===== config.mk =====
export PLATFORM = sky130hd
export DESIGN_NAME = button_press_length_classifier
export DESIGN_NICKNAME = d
export VERILOG_FILES = /design/src/rtl/core/bplc_pkg.sv /design/src/rtl/core/bplc_classify.sv /design/src/rtl/core/bplc_rsp_buf.sv /design/src/rtl/core/button_press_length_classifier.sv
export SDC_FILE = /design/constraint.sdc
export NUM_CORES = 1
export LEC_CHECK = 0
export BUFFER_PORTS_ARGS = -buffer_cell sky130_fd_sc_hd__buf_2
export CAP_MARGIN = 20
export CORE_MARGIN = 4
export CORE_UTILIZATION = 45
export CTS_BUF_LIST = sky130_fd_sc_hd__clkbuf_8
export CTS_CLUSTER_DIAMETER = 60
export DETAILED_ROUTE_END_ITERATION = 8
export GPL_ROUTABILITY_DRIVEN = 0
export GPL_TIMING_DRIVEN = 0
export PLACE_DENSITY = 0.74
export SLEW_MARGIN = 20
export SYNTH_ARGS = -nofsm -noshare
export SYNTH_HDL_FRONTEND = slang
export SYNTH_SLANG_ARGS = --single-unit

===== constraint.sdc =====
create_clock -name clock -period 6.1 [get_ports clock]
set_input_delay 0.305 -clock clock [delete_from_list [all_inputs] [get_ports clock]]
set_output_delay 0.305 -clock clock [all_outputs]
set_load 0.005 [all_outputs]

===== src/rtl/core/bplc_pkg.sv =====
// ----------------------------------------------------------------------------
// bplc_pkg
// Shared types and constants of the button press length classifier: event
// codes, register indexes, reset values and the structs passed between units.
// ----------------------------------------------------------------------------
package bplc_pkg;

   localparam int TIME_W      = 32;
   localparam int LIMIT_W     = 16;
   localparam int CSR_INDEX_W = 8;
   localparam int CSR_DATA_W  = 16;
   localparam int RSP_DEPTH   = 2;

   // Result event codes.
   localparam logic [1:0] EV_ON         = 2'd0;
   localparam logic [1:0] EV_LONG       = 2'd1;
   localparam logic [1:0] EV_EXTRA_LONG = 2'd2;
   localparam logic [1:0] EV_OFF        = 2'd3;

   // Configuration register indexes.
   localparam logic [CSR_INDEX_W-1:0] CSR_ACTIVE_LEVEL  = 8'd0;
   localparam logic [CSR_INDEX_W-1:0] CSR_MIN_VALID_MS  = 8'd1;
   localparam logic [CSR_INDEX_W-1:0] CSR_LONG_MS       = 8'd2;
   localparam logic [CSR_INDEX_W-1:0] CSR_EXTRA_LONG_MS = 8'd3;

   // Reset values of the configuration registers.
   localparam logic               RST_ACTIVE_LEVEL  = 1'b0;
   localparam logic [LIMIT_W-1:0] RST_MIN_VALID_MS  = 16'd50;
   localparam logic [LIMIT_W-1:0] RST_LONG_MS       = 16'd1000;
   localparam logic [LIMIT_W-1:0] RST_EXTRA_LONG_MS = 16'd3000;

   typedef struct packed {
      logic               active_level;
      logic [LIMIT_W-1:0] min_valid_ms;
      logic [LIMIT_W-1:0] long_ms;
      logic [LIMIT_W-1:0] extra_long_ms;
   } cfg_type;

   typedef struct packed {
      logic              pressing;
      logic [TIME_W-1:0] press_start;
      logic              long_mark;
      logic              extra_mark;
   } press_state_type;

   typedef struct packed {
      logic [1:0] event_res;
      logic       last;
   } rsp_item_type;

   // Results produced by one sample: count (0 to 2) and the items in order.
   typedef struct packed {
      logic [1:0]   count;
      rsp_item_type item0;
      rsp_item_type item1;
   } decision_type;

endpackage


===== src/rtl/core/bplc_classify.sv =====
// ----------------------------------------------------------------------------
// bplc_classify
// Combinational press classification of one sample: next press state and the
// result events that the sample produces.
// ----------------------------------------------------------------------------
module bplc_classify (
   input  bplc_pkg::cfg_type                   cfg,
   input  bplc_pkg::press_state_type           state,
   input  logic                                level,
   input  logic [bplc_pkg::TIME_W-1:0]         time_ms,
   output bplc_pkg::press_state_type           state_next,
   output bplc_pkg::decision_type              decision
);
   import bplc_pkg::*;

   logic              active;
   logic [TIME_W-1:0] elapsed;
   logic              reach_extra;
   logic              reach_long;
   logic              reach_min;

   // Elapsed time wraps with the timestamp.
   assign active      = (level == cfg.active_level);
   assign elapsed     = time_ms - state.press_start;
   assign reach_extra = elapsed >= {{(TIME_W-LIMIT_W){1'b0}}, cfg.extra_long_ms};
   assign reach_long  = elapsed >= {{(TIME_W-LIMIT_W){1'b0}}, cfg.long_ms};
   assign reach_min   = elapsed >= {{(TIME_W-LIMIT_W){1'b0}}, cfg.min_valid_ms};

   always_comb begin
      state_next               = state;
      decision.count           = 2'd0;
      decision.item0.event_res = EV_OFF;
      decision.item0.last      = 1'b1;
      decision.item1.event_res = EV_OFF;
      decision.item1.last      = 1'b1;
      if (active) begin
         if (!state.pressing) begin
            state_next.pressing    = 1'b1;
            state_next.press_start = time_ms;
         end else if (reach_extra) begin
            if (!state.extra_mark) begin
               decision.count           = 2'd1;
               decision.item0.event_res = EV_EXTRA_LONG;
            end
            state_next.extra_mark = 1'b1;
            state_next.long_mark  = 1'b0;
         end else if (reach_long) begin
            state_next.long_mark = 1'b1;
         end
      end else if (state.pressing) begin
         if (reach_min) begin
            if (!state.extra_mark) begin
               decision.count           = 2'd2;
               decision.item0.event_res = state.long_mark ? EV_LONG : EV_ON;
               decision.item0.last      = 1'b0;
            end else begin
               decision.count = 2'd1;
            end
            state_next.long_mark  = 1'b0;
            state_next.extra_mark = 1'b0;
         end
         // A release that comes too soon keeps the marks.
         state_next.pressing = 1'b0;
      end
   end

endmodule


===== src/rtl/core/bplc_rsp_buf.sv =====
// ----------------------------------------------------------------------------
// bplc_rsp_buf
// Two-slot result buffer. Takes up to two results per cycle and hands them
// out one per transfer, oldest first.
// ----------------------------------------------------------------------------
module bplc_rsp_buf (
   input  logic                  clock,
   input  logic                  reset,
   input  logic                  pop,
   input  logic [1:0]            push_count,
   input  bplc_pkg::rsp_item_type push0,
   input  bplc_pkg::rsp_item_type push1,
   output bplc_pkg::rsp_item_type head,
   output logic [1:0]            count
);
   import bplc_pkg::*;

   rsp_item_type slot_ff [RSP_DEPTH];
   rsp_item_type slot_in [RSP_DEPTH];
   logic [1:0]   count_ff;
   logic [1:0]   count_in;
   logic [1:0]   base;

   assign head  = slot_ff[0];
   assign count = count_ff;
   assign base  = count_ff - {1'b0, pop};

   always_comb begin
      slot_in[0] = pop ? slot_ff[1] : slot_ff[0];
      slot_in[1] = slot_ff[1];
      if (base == 2'd0) begin
         if (push_count != 2'd0) slot_in[0] = push0;
         if (push_count == 2'd2) slot_in[1] = push1;
      end else if (base == 2'd1) begin
         if (push_count != 2'd0) slot_in[1] = push0;
      end
      count_in = base + push_count;
   end

   always_ff @(posedge clock) begin
      if (reset) begin
         count_ff <= 2'd0;
      end else begin
         count_ff <= count_in;
      end
   end

   always_ff @(posedge clock) begin
      slot_ff[0] <= slot_in[0];
      slot_ff[1] <= slot_in[1];
   end

   a_count_range: assert property (@(posedge clock) disable iff (reset)
      count_ff <= 2'd2)
      else $error("result buffer overfilled");

   a_partner_queued: assert property (@(posedge clock) disable iff (reset)
      (count_ff != 2'd0 && !slot_ff[0].last) |-> (count_ff == 2'd2 && slot_ff[1].last))
      else $error("non-final result without its final partner");

   a_no_pop_empty: assert property (@(posedge clock) disable iff (reset)
      pop |-> count_ff != 2'd0)
      else $error("pop from empty result buffer");

endmodule


===== src/rtl/core/button_press_length_classifier.sv =====
// ----------------------------------------------------------------------------
// button_press_length_classifier
// Classifies button presses from timestamped level samples into ON, LONG,
// EXTRA_LONG and OFF events.
// ----------------------------------------------------------------------------
//  channel | direction | handshake            | payload
//  req     | in        | req_valid/req_stall  | req_level, req_time_ms
//  rsp     | out       | rsp_valid/rsp_stall  | rsp_event_res, rsp_last
//  csr     | in        | csr_valid/csr_ready  | csr_index, csr_wdata
//
//  A sample is registered and classified from that register once the
//  two-slot output buffer has room for all of its results. One sample per
//  cycle is taken while req_stall is low; a sample whose results do not fit
//  holds the input register until the buffer can take them, and results
//  drain at one per cycle while rsp_stall is low. Synchronous reset clears
//  the press state, loads the CSR reset values; csr_ready is always high.
// ----------------------------------------------------------------------------
module button_press_length_classifier #(
   parameter int CSR_INDEX_W = bplc_pkg::CSR_INDEX_W
) (
   input  logic                            clock,
   input  logic                            reset,
   input  logic                            req_valid,
   output logic                            req_stall,
   input  logic                            req_level,
   input  logic [bplc_pkg::TIME_W-1:0]     req_time_ms,
   output logic                            rsp_valid,
   input  logic                            rsp_stall,
   output logic [1:0]                      rsp_event_res,
   output logic                            rsp_last,
   input  logic                            csr_valid,
   output logic                            csr_ready,
   input  logic [CSR_INDEX_W-1:0]          csr_index,
   input  logic [bplc_pkg::CSR_DATA_W-1:0] csr_wdata
);
   import bplc_pkg::*;

   cfg_type           cfg_ff;
   cfg_type           cfg_in;
   press_state_type   state_ff;
   press_state_type   state_next;
   decision_type      decision;
   rsp_item_type      head;
   logic [1:0]        count;
   logic              pop;
   logic              fits;
   logic              proc;
   logic              s1_valid_ff;
   logic              s1_valid_in;
   logic              s1_level_ff;
   logic [TIME_W-1:0] s1_time_ff;
   logic [2:0]        fill;

   // Configuration registers.
   assign csr_ready = 1'b1;

   always_comb begin
      cfg_in = cfg_ff;
      if (csr_valid) begin
         unique case (csr_index)
            CSR_INDEX_W'(CSR_ACTIVE_LEVEL):  cfg_in.active_level  = csr_wdata[0];
            CSR_INDEX_W'(CSR_MIN_VALID_MS):  cfg_in.min_valid_ms  = csr_wdata;
            CSR_INDEX_W'(CSR_LONG_MS):       cfg_in.long_ms       = csr_wdata;
            CSR_INDEX_W'(CSR_EXTRA_LONG_MS): cfg_in.extra_long_ms = csr_wdata;
            default:                         cfg_in = cfg_ff;
         endcase
      end
   end

   always_ff @(posedge clock) begin
      if (reset) begin
         cfg_ff.active_level  <= RST_ACTIVE_LEVEL;
         cfg_ff.min_valid_ms  <= RST_MIN_VALID_MS;
         cfg_ff.long_ms       <= RST_LONG_MS;
         cfg_ff.extra_long_ms <= RST_EXTRA_LONG_MS;
      end else begin
         cfg_ff <= cfg_in;
      end
   end

   // The registered sample is classified once the buffer has room for all
   // of its results, counting the one leaving this cycle.
   assign pop       = (count != 2'd0) && !rsp_stall;
   assign fill      = {1'b0, count} - {2'b0, pop} + {1'b0, decision.count};
   assign fits      = fill <= 3'(RSP_DEPTH);
   assign proc      = s1_valid_ff && fits;
   assign req_stall = s1_valid_ff && !fits;
   assign s1_valid_in = req_valid || (s1_valid_ff && !proc);

   always_ff @(posedge clock) begin
      if (reset) begin
         s1_valid_ff <= 1'b0;
      end else begin
         s1_valid_ff <= s1_valid_in;
      end
   end

   always_ff @(posedge clock) begin
      if (req_valid && !req_stall) begin
         s1_level_ff <= req_level;
         s1_time_ff  <= req_time_ms;
      end
   end

   bplc_classify u_classify (
      .cfg        (cfg_ff),
      .state      (state_ff),
      .level      (s1_level_ff),
      .time_ms    (s1_time_ff),
      .state_next (state_next),
      .decision   (decision)
   );

   always_ff @(posedge clock) begin
      if (reset) begin
         state_ff <= '0;
      end else if (proc) begin
         state_ff <= state_next;
      end
   end

   bplc_rsp_buf u_rsp_buf (
      .clock      (clock),
      .reset      (reset),
      .pop        (pop),
      .push_count (proc ? decision.count : 2'd0),
      .push0      (decision.item0),
      .push1      (decision.item1),
      .head       (head),
      .count      (count)
   );

   assign rsp_valid     = count != 2'd0;
   assign rsp_event_res = head.event_res;
   assign rsp_last      = head.last;

   a_release_only: assert property (@(posedge clock) disable iff (reset)
      $fell(state_ff.pressing) |-> $past(proc && s1_level_ff != cfg_ff.active_level))
      else $error("press ended without a released sample");

   a_extra_emits: assert property (@(posedge clock) disable iff (reset)
      $rose(state_ff.extra_mark) |-> $past(proc && decision.count == 2'd1
                                           && decision.item0.event_res == EV_EXTRA_LONG))
      else $error("extra-long mark set without an EXTRA_LONG event");

   a_stall_with_results: assert property (@(posedge clock) disable iff (reset)
      req_stall |-> rsp_valid)
      else $error("input stalled while no result is waiting");

endmodule


==> flow_summary_export.csv, run 1 <==
group,metric,value,unit
pwr,peakVddDrop,0.000244,V
pwr,intPower,1.91,mW
clocking,cts_tree,"done",
sta,fin_skew,15.4,ps
finish,synthToLayoutAreaGrowth,23.5,%
global_route,grt_first_pass_wirelength,32300,um
synthesis,synth_edf_count,35,
synthesis,async_reset_ff_frac,0,
synthesis,synth_top_cell_area_share,0.227,
clocking,clockBufferDepth,2,
route,wirelength,20100,um
route,vias_per_cell,5.40,
critical_path,path_class,"flop to flop",
place,dp_cells,1263,
sta,min_period_over_period,0.988,
route,wl_per_cell,15.1,um
pwr,sw_frac_of_total,0.368,
synthesis,yosysWarnings,0,
sta,rsz0062_at_grt,"yes",
clocking,clk_pin_slew,70,ps
clocking,root_buffer,"clkbuf_8",
sta,fmaxAchievable,0.166,GHz
die,dieArea,19800,um^2
status,status,"finished, final reports clean",
pwr,seqPwrFrac,0.317,
pwr,power.total,3.02,mW
global_route,gr-total-overflow,0,
finish,fin_cells,1334,
critical_path,critPathSlowestCell,"fa_1",
place,hpwl,14400,um
finish,layout_commonest_cell,"nand2_1",
route,drt_pass1_iterations,5,
critical_path,cp_max_fo,7,
route,vias,7202,
synthesis,syn_inst,972,
finish,antenna_cells,0,
synthesis,syn_area_per_cell,8.18,um^2
clocking,clock_sinks,125,
global_route,antenna_found_initial,0,
synthesis,synthDistinctLibCells,70,
synthesis,synth_top_area_cell,"dfxtp_1",
place,portBuffers,65,
global_route,grt.total_usage,0.199,
sta,timing_hold_violations_final,0,
global_route,grt_pass1_vias,6869,
die,start_util,0.459,
synthesis,synth-seq-area-share,0.359,
sta,setup_tns,0,ps
pwr,p_switching,1.11,mW
critical_path,slowest_delay,530,ps
sta,tightest_slew,818,ps
die,coreArea,17300,um^2
critical_path,start_kind,"flop",
pwr,powerDensity,308,nW/um^2
sta,finalMaxSlewViolations,0,
pwr,p_comb_frac,0.413,
critical_path,worstPathRequired,6440,ps
synthesis,synth_flop_cell,"dfxtp_1",
synthesis,postSynthNetCount,1119,
pwr,pwr-share-clk,0.270,
clocking,cts_made_buffers,17,
route,postRouteAntennaNets,0,
route,post-route-drc-count,0,
run,timing.max_cap.violations,0,
finish,nets,1243,
die,pin_count,68,
sta,setup_viol_count_final,0,
synthesis,synth.area.top_cells,"dfxtp_1, edfxtp_1, ha_1",
clocking,cts.htree.levels,4,
global_route,grt_max_degree,28,
synthesis,ys_ff_latch,125,
route,drt_iter0_drc,510,
critical_path,cp-end-kind,"flop",
die,die_x,141,um
die,rows,48,
pwr,leakagePower,3.91,nW
clocking,insertion_delay,460,ps
sta,min_period,6030,ps
critical_path,cp.arrival,6370,ps
finish,final_layout_size_suffix_gt1_frac,0.200,
synthesis,syn_area,7950,um^2
die,die_h,141,um
hold_path,hp-class,"input pin to flop",
finish,layout_common_cells,"nand2_1, a21oi_1, dfxtp_1",
sta,slew-limit-headroom,0.453,
cell usage after synthesis (3+ instances only):
cell type  count
nor4_1         4
buf_4          6
nor3_1        10
ha_1          83
and4_1         4
nand2_1      189
a211oi_2       4
o21ai_1        7
o21bai_1       5
inv_1         90
edfxtp_1      35
and2_1         3
o21a_1         5
nor2b_1       11
clkbuf_1      31
o211ai_1       6
nor3b_1        3
xnor2_1       14
or2_2          3
o21ai_0       24
and3_1         4
a211o_1        7
buf_2         11
o22ai_1        3
nand3_1       11
a21oi_1      117
mux2i_1        9
nand4_1       15
nand3b_1      11
nand2b_1       7
a21o_1        12
a2111oi_0      3
o2111ai_1      4
nor2_1        60
a31oi_1        6
dfxtp_1       90
a211oi_1      10
a21oi_2        4
xor2_1        10
or3_1          4
routing by layer:
metal	global-route usage	vias up	wire length, um
li1	-	3618	-
met1	0.260	3355	9010
met2	0.332	195	9710
met3	0.0438	34	1020
met4	0.0571	0	352
met5	0	-	0
stage by stage:
| step | hold slack [ps] | util | area [um^2] | setup WS (ps) |
|---|---|---|---|---|
| 4_1_cts | 1.43 | 0.535 | 9260 | 2.40 |
| 6_report | 24.6 | 0.567 | 9810 | 72.2 |
| 2_1_floorplan | 404 | - | 7950 | 343 |
| 3_5_place_dp | 445 | 0.496 | 8590 | -568 |
| 3_3_place_gp | 440 | 0.495 | 8560 | -840 |
| 5_1_grt | 0.662 | 0.567 | 9810 | -197 |
final timing paths:
path,startpoint,end,slack [ps],depth (start not counted)
max,s1_time_ff[6],u_rsp_buf.count[1],70,32
min,req_time_ms[4],s1_time_ff[4],20,1
max reg2reg,s1_time_ff[6],u_rsp_buf.count[1],70,32
min reg2reg,state_ff[18],state_ff[18],460,2
registers in the layout, summed over array words and instances, names as in the netlist:
register and flops:
cfg_ff 49, s1_valid_ff 1, s1_level_ff 1, u_rsp_buf.count 2, u_rsp_buf.slot_ff 5, s1_time_ff 32, state_ff 35
kinds of logic (layout without fill, tap and decap cells):
| family | Yosys count | after routing | share of synthesized area |
|---|---|---|---|
| other | 1 | 1 | 0.000472 |
| flip-flops | 125 | 125 | 0.359 |
| AO/OA/AOI/OAI | 238 | 238 | 0.188 |
| AND/OR/NAND/NOR | 349 | 349 | 0.204 |
| adder cells (fa/ha/maj) | 85 | 85 | 0.136 |
| buffers and inverters | 139 | 276 | 0.0712 |
| XOR/XNOR | 24 | 24 | 0.0265 |
| multiplexers | 11 | 11 | 0.0150 |
area by class of cell:
| class | instances | area (um^2) |
|---|---|---|
| Fill cell | 1535 | 7480 |
| Multi-Input combinational cell | 708 | 4960 |
| Sequential cell | 125 | 2850 |
| Timing Repair Buffer | 106 | 708 |
| Inverter | 90 | 338 |
| Tap cell | 225 | 282 |
| Clock buffer | 18 | 248 |
| Buffer | 48 | 234 |
| Clock inverter | 14 | 190 |
power groups by stage:
| stage | Sequential [mW] | Clock, mW | Combinational [mW] |
|---|---|---|---|
| 6_report | 0.957 | 0.814 | 1.25 |
| 5_1_grt | 0.965 | 0.872 | 1.39 |
| 4_1_cts | 0.956 | 0.831 | 1.06 |
| 3_5_place_dp | 0.975 | 0 | 0.999 |
| 3_3_place_gp | 0.973 | 0 | 0.967 |
| 2_1_floorplan | 0.965 | 0 | 0.740 |
critical path, delay by kind of cell (launching register included):
kind,cells,cell delay [ps]
simple gates,12,1620
fa+ha+maj,5,1310
flops,1,430
compound gates,8,1460
buf+inv,4,390
mux,1,260
xor+xnor,2,430
timing repair:
item / 4_1_cts / 5_1_grt
buffers inserted: 4 / 16
gates resized for setup: 23 / 71
hold endpoints to repair: 8 / 12
pin swaps: 5 / 37
hold buffers: 8 / 12
setup endpoints to repair: 38 / 66
gates cloned: 0 / 0
(Power assumes the default switching activity.)
==> run 2, diff against run 1 <==
--- a/config.mk
+++ b/config.mk
@@ -7,14 +7,16 @@
 export LEC_CHECK = 0
 export BUFFER_PORTS_ARGS = -buffer_cell sky130_fd_sc_hd__buf_2
 export CAP_MARGIN = 20
+export CELL_PAD_IN_SITES_DETAIL_PLACEMENT = 0
+export CELL_PAD_IN_SITES_GLOBAL_PLACEMENT = 1
 export CORE_MARGIN = 4
-export CORE_UTILIZATION = 45
+export CORE_UTILIZATION = 42
 export CTS_BUF_LIST = sky130_fd_sc_hd__clkbuf_8
 export CTS_CLUSTER_DIAMETER = 60
 export DETAILED_ROUTE_END_ITERATION = 8
 export GPL_ROUTABILITY_DRIVEN = 0
 export GPL_TIMING_DRIVEN = 0
-export PLACE_DENSITY = 0.74
+export PLACE_DENSITY = 0.87
 export SLEW_MARGIN = 20
 export SYNTH_ARGS = -nofsm -noshare
 export SYNTH_HDL_FRONTEND = slang
==> run 2 against run 1 <==
- hold slack better by 7.1 ps
- clock skew grew 1.7 ps
- sequential share of layout area increased by 0.65 points
- total power is 4.3% lower
- design area shrank 2.2%
- cell count is 0.67% lower
- first-iteration DRC count is 33% lower
- utilization fell by 5.3 points
- combinational power decreased by 3%
- maximum frequency is 0.92% higher
- non-clock buffer count fell by 17
- via count decreased by 3.4%
- largest cell class unchanged
==> flow_summary_export.csv, run 2 (same netlist as run 1, synthesis figures left out) <==
group,metric,value,unit
sta,hold_ws,31.7,ps
clocking,cts.htree.levels,4,
critical_path,critPathTopFamily,"compound AO/OA/AOI/OAI gates",
clocking,clock_sinks,125,
place,dpl-instance-area,8590,um^2
die,die_x,146,um
hold_path,hp-class,"input pin to flop",
global_route,grt_max_degree,28,
sta,timing_hold_violations_final,0,
route,drt_pass1_iterations,5,
finish,final_layout_size_suffix_gt1_frac,0.194,
finish,fin_cells,1325,
status,status,"finished, final reports clean",
place,hpwl,14900,um
place,pre_cts_ws,-906,ps
pwr,powerDensity,301,nW/um^2
clocking,cts_tree,"done",
sta,min_period,5970,ps
clocking,clk_pin_slew,70,ps
route,wl_per_cell,15.1,um
critical_path,rr_worst_depth,31,
global_route,antenna_found_initial,0,
finish,nets,1226,
sta,fmaxAchievable,0.167,GHz
place,dp_cells,1272,
finish,largest-register,"cfg_ff",
finish,fin_area,9600,um^2
global_route,gr-total-overflow,0,
route,drt_iter0_drc,343,
clocking,insertion_delay,450,ps
route,post-route-drc-count,0,
finish,layout_common_cells,"nand2_1, a21oi_1, inv_1",
sta,finalMaxSlewViolations,0,
clocking,cts_made_buffers,17,
die,start_util,0.426,
route,wirelength,20000,um
pwr,leakagePower,3.81,nW
sta,rsz0062_at_grt,"yes",
sta,setup_tns,0,ps
sta,fin_skew,17.2,ps
global_route,grt_first_pass_wirelength,31600,um
critical_path,start_kind,"flop",
finish,synthToLayoutAreaGrowth,20.8,%
sta,min_period_over_period,0.979,
run,timing.max_cap.violations,0,
sta,setup_viol_count_final,0,
finish,antenna_cells,0,
critical_path,slowest_delay,440,ps
die,pin_count,68,
die,coreArea,18600,um^2
sta,finalWorstSetupSlack,127,ps
critical_path,worstPathRequired,6430,ps
critical_path,path_class,"flop to flop",
clocking,clockBufferDepth,2,
pwr,power.total,2.89,mW
hold_path,hold_path_depth,1,
critical_path,critPathSlowestCell,"edfxtp_1",
finish,largestRegisters,"cfg_ff (49), state_ff (35), s1_time_ff (32)",
finish,layout_commonest_cell,"nand2_1",
sta,slew-limit-headroom,0.428,
sta,tightest_slew,858,ps
critical_path,cp.arrival,6300,ps
critical_path,cp_max_fo,7,
route,postRouteAntennaNets,0,
finish,largest_reg_flops,49,
finish,final_util,0.515,
global_route,grt.total_usage,0.183,
place,portBuffers,65,
critical_path,cp_num_cells,31,
clocking,root_buffer,"clkbuf_8",
critical_path,cp-end-kind,"flop",
critical_path,crit_buf_inv,3,
die,rows,50,
die,die_h,146,um
pwr,peakVddDrop,0.000172,V
die,dieArea,21200,um^2
route,vias_per_cell,5.25,
critical_path,r2r_slack,130,ps
finish,fillers,1779,
route,vias,6954,
global_route,grt_pass1_vias,6458,
## run 2: changes by cell type in the layout (fill, tap and decap cells not counted), sizes merged
cell	previous run	this run
buf	108	100
bufinv	4	2
clkbuf	44	52
clkinv	6	2
dlygate4sd3	20	6
inv	93	95
## run 2: final timing paths
check / startpoint / endpoint
min: req_time_ms[27] / s1_time_ff[27]
max reg2reg: s1_time_ff[4] / u_rsp_buf.count[1]
max: s1_time_ff[4] / u_rsp_buf.count[1]
min reg2reg: state_ff[26] / state_ff[26]
## run 2: repair_timing
item,CTS,global route
resized for setup,34,56
hold endpoints to repair,4,2
endpoints found under the setup margin,69,66
buffers inserted,4,13
pin swaps,11,32
hold buffers,4,2
## run 2: cell type report
| type | instances | area [um^2] | area share |
|---|---|---|---|
| well taps | 234 | 293 | 0.0305 |
| flip-flops and latches | 125 | 2850 | 0.297 |
| clock buffers | 21 | 289 | 0.0301 |
| multi-input cells | 708 | 4940 | 0.514 |
| repair buffers | 89 | 549 | 0.0572 |
| inverters | 90 | 338 | 0.0352 |
| clock inverters | 10 | 98.8 | 0.0103 |
| plain buffers | 48 | 240 | 0.0250 |
## run 2: per-layer routing
metal,share of wire,track usage,up-vias
met3,0.038,0.0349,22
li1,-,-,3573
met4,0.012,0.0503,0
met5,0,0,-
met2,0.47,0.305,137
met1,0.48,0.245,3222
## run 2: power breakdown
part	switching (mW)	leakage [nW]	internal (mW)
Clock	0.324	0.213	0.397
Sequential	0.0346	1.07	0.922
Combinational	0.699	2.53	0.514
Total	1.06	3.81	1.83
